### config.mk
export PLATFORM = sky130hd
export DESIGN_NAME = bbg_row_update
export DESIGN_NICKNAME = d
export VERILOG_FILES = /design/src/rtl/bbg_pkg.sv /design/src/rtl/bbg_row_update.sv
export SDC_FILE = /design/constraint.sdc
export NUM_CORES = 1
export LEC_CHECK = 0
export BUFFER_PORTS_ARGS = -buffer_cell sky130_fd_sc_hd__buf_2
export CAP_MARGIN = 15
export CORE_MARGIN = 2
export CORE_UTILIZATION = 30
export DETAILED_ROUTE_END_ITERATION = 6
export PLACE_DENSITY = 0.61
export SLEW_MARGIN = 20
export SYNTH_ARGS = -nofsm -noshare
export SYNTH_HDL_FRONTEND = slang
export SYNTH_SLANG_ARGS = --single-unit
### constraint.sdc
create_clock -name vclk -period 3.4
set_clock_uncertainty 0.1 [all_clocks]
set_input_delay 0.17 -clock vclk [all_inputs]
set_output_delay 0.17 -clock vclk [all_outputs]
set_load 0.02 [all_outputs]
### src/rtl/bbg_pkg.sv
// ----------------------------------------------------------------------------
// bbg_pkg
// Shared types and constants of the three-state cell grid stepper:
// operation codes, cell codes, field widths and the sequencer states.
// ----------------------------------------------------------------------------
package bbg_pkg;

  // Field widths of the item ports
  localparam int OP_W   = 2;
  localparam int IDX_W  = 6;
  localparam int CELL_W = 2;

  // Operation codes
  localparam logic [OP_W-1:0] OP_WRITE = 2'd0;
  localparam logic [OP_W-1:0] OP_STEP  = 2'd1;
  localparam logic [OP_W-1:0] OP_READ  = 2'd2;

  // Cell codes
  localparam logic [CELL_W-1:0] CELL_OFF    = 2'd0;
  localparam logic [CELL_W-1:0] CELL_FIRING = 2'd1;
  localparam logic [CELL_W-1:0] CELL_DYING  = 2'd2;
  localparam logic [CELL_W-1:0] CELL_UNUSED = 2'd3;

  // Number of firing neighbors that turns an off cell on
  localparam logic [3:0] BIRTH_COUNT = 4'd2;

  // Sequencer states
  typedef enum logic [2:0] {
    ST_IDLE,
    ST_FETCH,
    ST_MODIFY,
    ST_STEP,
    ST_OUT
  } state_t;

endpackage

### src/rtl/bbg_row_update.sv
// ----------------------------------------------------------------------------
// bbg_row_update
// Next generation of one row from the old row above, the row itself and
// the row below. Columns wrap around at the edges.
// ----------------------------------------------------------------------------
module bbg_row_update
  import bbg_pkg::*;
#(
  parameter int GRID_SIZE = 64
) (
  input  logic [GRID_SIZE*CELL_W-1:0] prev_row,
  input  logic [GRID_SIZE*CELL_W-1:0] cur_row,
  input  logic [GRID_SIZE*CELL_W-1:0] next_row,
  output logic [GRID_SIZE*CELL_W-1:0] new_row
);

  for (genvar c = 0; c < GRID_SIZE; c++) begin : g_col
    localparam int CM = (c + GRID_SIZE - 1) % GRID_SIZE;
    localparam int CP = (c + 1) % GRID_SIZE;

    logic [7:0]        fire;
    logic [3:0]        n_fire;
    logic [CELL_W-1:0] old_cell;
    logic [CELL_W-1:0] new_cell;

    // Gather the firing flags of the eight neighbors
    assign fire = {
      prev_row[CM*CELL_W +: CELL_W] == CELL_FIRING,
      prev_row[c*CELL_W  +: CELL_W] == CELL_FIRING,
      prev_row[CP*CELL_W +: CELL_W] == CELL_FIRING,
      cur_row[CM*CELL_W  +: CELL_W] == CELL_FIRING,
      cur_row[CP*CELL_W  +: CELL_W] == CELL_FIRING,
      next_row[CM*CELL_W +: CELL_W] == CELL_FIRING,
      next_row[c*CELL_W  +: CELL_W] == CELL_FIRING,
      next_row[CP*CELL_W +: CELL_W] == CELL_FIRING
    };
    assign n_fire   = 4'($countones(fire));
    assign old_cell = cur_row[c*CELL_W +: CELL_W];

    // Dying goes off, firing goes dying, off fires on exactly two
    always_comb begin
      unique case (old_cell)
        CELL_DYING:  new_cell = CELL_OFF;
        CELL_FIRING: new_cell = CELL_DYING;
        default:     new_cell = (n_fire == BIRTH_COUNT) ? CELL_FIRING : CELL_OFF;
      endcase
    end

    assign new_row[c*CELL_W +: CELL_W] = new_cell;
  end

endmodule

After elaboration in Yosys (flattened, before gate mapping)
Index checks and enable logic that the tools add are counted.
{"block": "word_totals", "reg_bits": 0, "latchBits": 0, "mem_bits_rw": 0, "rom_bits": 0, "input_bits": 384, "output_inout_bits": 128, "memories": 0}
{"block": "op_classes", "addsub": 448, "mul": 0, "div": 0, "magnitude_cmp": 0, "n_eq_ne": 320, "shifts": 0, "muxes": 128, "n_bitwise": 0, "n_reduce_logical": 0}
{"cell": "1-bit by 1-bit adder with 2-bit output", "n": 256}
{"cell": "2-bit by 2-bit adder with 3-bit output", "n": 128}
{"cell": "2-bit by 1-bit equality test with 1-bit output (second input constant)", "n": 192}
{"cell": "3-bit by 3-bit adder with 4-bit output", "n": 64}
{"cell": "4-bit by 2-bit equality test with 1-bit output (second input constant)", "n": 64}
{"cell": "2-bit one-hot mux with 2 select lines", "n": 64}
{"cell": "2-bit equality test (second input constant)", "n": 64}
{"cell": "1-bit 2-to-1 mux", "n": 64}

Depth between registers and ports, before layout
{"block": "logic_depth", "word_depth": 7, "mapped_depth": 13}

Worst setup path before layout
OpenSTA, ideal clock, no wires.
{"block": "synth_path", "path_type": "in2out", "startpoint": "input cur_row[3]", "endpoint": "output new_row[0]", "t_arrival_ns": 3.318, "required_time_ns": 3.130, "setup_slack_ns": -0.188, "path_stages": 11, "path_cell_list": "inv_1 > ha_1 > fa_1 > fa_1 > inv_1 > fa_1 > inv_1 > ha_1 > fa_1 > or2_1 > a211oi_2"}
{"block": "synth_between", "elab_chain_cells": 7}
{"item": "start: declaration", "line_no": "bbg_row_update.sv:12", "source": "input logic [GRID_SIZE*CELL_W-1:0] cur_row,"}
{"item": "2-bit by 1-bit equality test with 1-bit output", "line_no": "bbg_row_update.sv:32", "source": "cur_row[CP*CELL_W +: CELL_W] == CELL_FIRING,"}
{"item": "1-bit by 1-bit adder with 2-bit output (not written as such)", "line_no": "bbg_row_update.sv:37", "source": "assign n_fire = 4'($countones(fire));"}
{"item": "2-bit by 2-bit adder with 3-bit output (not written as such)", "line_no": "bbg_row_update.sv:37"}
{"item": "3-bit by 3-bit adder with 4-bit output (not written as such)", "line_no": "bbg_row_update.sv:37"}
{"item": "4-bit by 2-bit equality test with 1-bit output", "line_no": "bbg_row_update.sv:45", "source": "default: new_cell = (n_fire == BIRTH_COUNT) ? CELL_FIRING : CELL_OFF;"}
{"item": "1-bit 2-to-1 mux", "line_no": "bbg_row_update.sv:45"}
{"item": "2-bit one-hot mux with 2 select lines", "line_no": "bbg_row_update.sv:42", "source": "unique case (old_cell)"}
{"item": "end: declaration", "line_no": "bbg_row_update.sv:14", "source": "output logic [GRID_SIZE*CELL_W-1:0] new_row"}
No other way between the ends.

Worst setup path after layout
{"block": "layout_path", "startpoint": "input next_row[3]", "endpoint": "output new_row[2]"}
{"block": "layout_between", "elab_chain_cells": 7}
{"item": "start: declaration", "line_no": "bbg_row_update.sv:13", "source": "input logic [GRID_SIZE*CELL_W-1:0] next_row,"}
{"item": "2-bit by 1-bit equality test with 1-bit output", "line_no": "bbg_row_update.sv:34", "source": "next_row[c*CELL_W +: CELL_W] == CELL_FIRING,"}
{"item": "1-bit by 1-bit adder with 2-bit output (not written as such)", "line_no": "bbg_row_update.sv:37"}
{"item": "2-bit by 2-bit adder with 3-bit output (not written as such)", "line_no": "bbg_row_update.sv:37"}
{"item": "3-bit by 3-bit adder with 4-bit output (not written as such)", "line_no": "bbg_row_update.sv:37"}
{"item": "4-bit by 2-bit equality test with 1-bit output", "line_no": "bbg_row_update.sv:45"}
{"item": "1-bit 2-to-1 mux", "line_no": "bbg_row_update.sv:45"}
{"item": "2-bit one-hot mux with 2 select lines", "line_no": "bbg_row_update.sv:42"}
No other way between the ends.

==> summary.md <==
| Metric | Value |
|---|---|
| Status | finished, violations left |
| Failing checks | setup timing |
| Worst Hold Launch | cur_row[6] |
| First-pass GRT wire length | 63490 um |
| Std cell rows | 76 |
| Post-synthesis sequential area ratio | 0% |
| Crit-path max cell delay | 0.53 ns |
| Crit path kind | input pin to output pin |
| I/O pins | 512 |
| CORE AREA | 0.04279 sq mm |
| Die height | 211.6 um |
| CP required | 3.13 ns |
| Fin crit share | 104.2% |
| Maximum vdd ir drop | 0.1300 mV |
| Vias in the first global route | 13050 |
| CP top delay family | adder cells |
| Max-slew violation count | 0 |
| Die width | 211.6 um |
| Setup_tns | -1.217 ns |
| Hold crit path type | input pin to output pin |
| WHS Path Cells | 3 |
| Crit path max fanout | 4 |
| Mapped Nets | 2265 |
| Mapped Cells | 1340 |
| Minimum clock period after layout | 3.544 ns |
| Pre-antenna DRT Iters | 4 |
| Leakage | 11.21 nW |
| Cell Chain, Critical Path | buf_6 -> and2b_4 -> fa_1 -> fa_1 -> inv_1 -> fa_1 -> inv_1 -> ha_2 -> fa_2 -> or2_1 -> a211oi_4 -> buf_6 |
| Fmax | 282.2 MHz |
| P per Cell Area | 232.9 mW/mm^2 |
| Synthesized area per cell | 9.649 sq um |
| GRT overflow | 0 |
| Worst Hold Endpoint | new_row[7] |
| Worst hold slack | 0.6049 ns |
| Slowest CP cell | fa_1 |
| Final hold vios | 0 |
| Via/cell ratio | 4.535 |
| Synth Cell Area | 0.01293 sq mm |
| Detailed Route WL | 40800 um |
| DRC Markers | 0 |
| Die area | 0.04478 sq mm |
| I/O Buffers | 512 |
| Share of cells above drive strength 1 | 59.02% |
| Dpl hpwl | 36190 um |
| Worst slack at placement | -0.4884 ns |
| NumNets Final | 2989 |
| P&R area growth vs syn | 64.26% |
| Synth cell types | 18 |
| Syn. warnings | 0 |
| 1st-iter DRT viols | 257 |
| DR WL/cell | 15.64 um |
| Layout clock buffers | 0 |
| Vias | 11830 |
| Final setup margin | -0.1441 ns |
| Final setup viols | 24 |
| Max-cap violations | 0 |
| Total Routing Usage GR | 17.64% |
| Seq cells | 0 |
| Worst path most repeated cell | fa_1 |
| Critical path arrival | 3.27 ns |
| Initial Util | 30.22% |
| RD Place Congestion | 0.9323 |
| Worst-margin pin slew | 0.6406 ns |
| RSZ-0062 raised after global routing | yes |
| Storage element area | 0 sq um |
| Pin count of the biggest net entering global routing | 5 |
| Cts hold-fix bufs | 0 |
| CP endpoint kind | output pin |
| Worst path bufs/invs | 4 |
| Worst slew margin | 57.20% |
| DRT antenna net count | 0 |
| CP Launch Type | input pin |
| Initial antenna violation count | 2 |
[synth_stat cells, drive strengths merged]
master	count	area, sq um
inv	323	1212
ha	295	3691
fa	246	4925
nand2b	71	444.2
a21oi	68	340.3
nand3	64	320.3
nor2b	64	420.4
or2	64	400.4
a211oi	60	750.7
nand2	60	225.2
a21o	10	75.07
xor2	9	78.83
nand3b	4	30.03
and2b	1	7.510
xnor2	1	8.760
[layer usage]
layer	global-route usage, %	vias up	wire length (um)
met4	2.550	2	687
met1	21.27	5830	16200
li1	-	5649	-
met2	34.28	304	22190
met5	0	-	13
met3	1.676	48	1703
[worst min-delay path, delay by kind of cell]
family | cells | cell delay, ns
buf+inv | 2 | 0.23
fa+ha+maj | 1 | 0.13
[metrics by stage]
stage | instance area (sq um) | total power (W) | util [%] | std cells
finish | 21240 | 0.004948 | 49.63 | 2609
global route | 21240 | 0.005519 | 49.63 | 2609
CTS | 20140 | 0.004673 | 47.07 | 2583
detailed placement | 17890 | 0.003996 | 41.82 | 2565
global placement | 17890 | 0.003819 | 41.82 | 2565
floorplan | 13400 | 0.002792 | - | 1340
[cells by family after synthesis]
| group | after synthesis | share of synthesized area (%) |
|---|---|---|
| AND/OR/NAND/NOR | 328 | 14.29 |
| buffers and inverters | 323 | 9.377 |
| adder cells (fa/ha/maj) | 541 | 66.63 |
| AO/OA/AOI/OAI | 138 | 9.019 |
| XOR/XNOR | 10 | 0.6774 |
[layout by cell type (no fill, tap or decap), types with 4 or more instances in the layout]
master    count
nand2_2      41
ha_2         48
buf_8         8
nand3b_1      4
buf_6       175
ha_4         75
buf_2       319
or2_4        38
a211oi_2     18
inv_2        60
a21o_1       10
ha_1        172
nand2b_1     54
nand2b_4     17
nor2b_2       8
inv_4        37
nor2b_1      15
a21oi_1      64
or2_1        25
inv_1       226
a21oi_2       4
buf_4       220
nand2_1      19
fa_2         64
fa_1        182
nand3_1      64
a211oi_4     42
nor2b_4      41
xor2_1        9
[worst max-delay path by stage]
| stage | slack [ns] | endpoint | cells after the start | startpoint |
|---|---|---|---|---|
| 6_report | -0.14 | new_row[2] | 12 | next_row[3] |
| 4_1_cts | -0.20 | new_row[20] | 13 | cur_row[23] |
| 3_5_place_dp | -0.49 | new_row[20] | 12 | next_row[20] |
| 5_1_grt | -0.24 | new_row[2] | 12 | next_row[3] |
| 2_1_floorplan | -0.04 | new_row[0] | 10 | next_row[3] |
| 3_3_place_gp | -0.44 | new_row[20] | 12 | next_row[20] |
[repair_timing]
action                     in CTS  in global routing
gates resized for setup       591                226
pin swaps                     300                183
setup endpoints to repair      64                 64
setup buffers                  32                 26
[where the power goes]
| part | total, W | switching, W | leakage [nW] | internal (W) |
|---|---|---|---|---|
| logic | 0.00495 | 0.00249 | 11.2 | 0.00246 |
| clock network | 0.0000000000395 | 0 | 0.00000634 | 0.0000000000394 |
| registers | 0 | 0 | 0 | 0 |
| total | 0.00495 | 0.00249 | 11.2 | 0.00246 |
[layout make-up]
class,instances,area (sq um)
fill,3839,21550
multi-input combinational,1017,13910
antenna,1,2.502
timing repair buffer,722,5339
inverter,323,1305
tap,546,683.2
(Power assumes the default switching activity.)
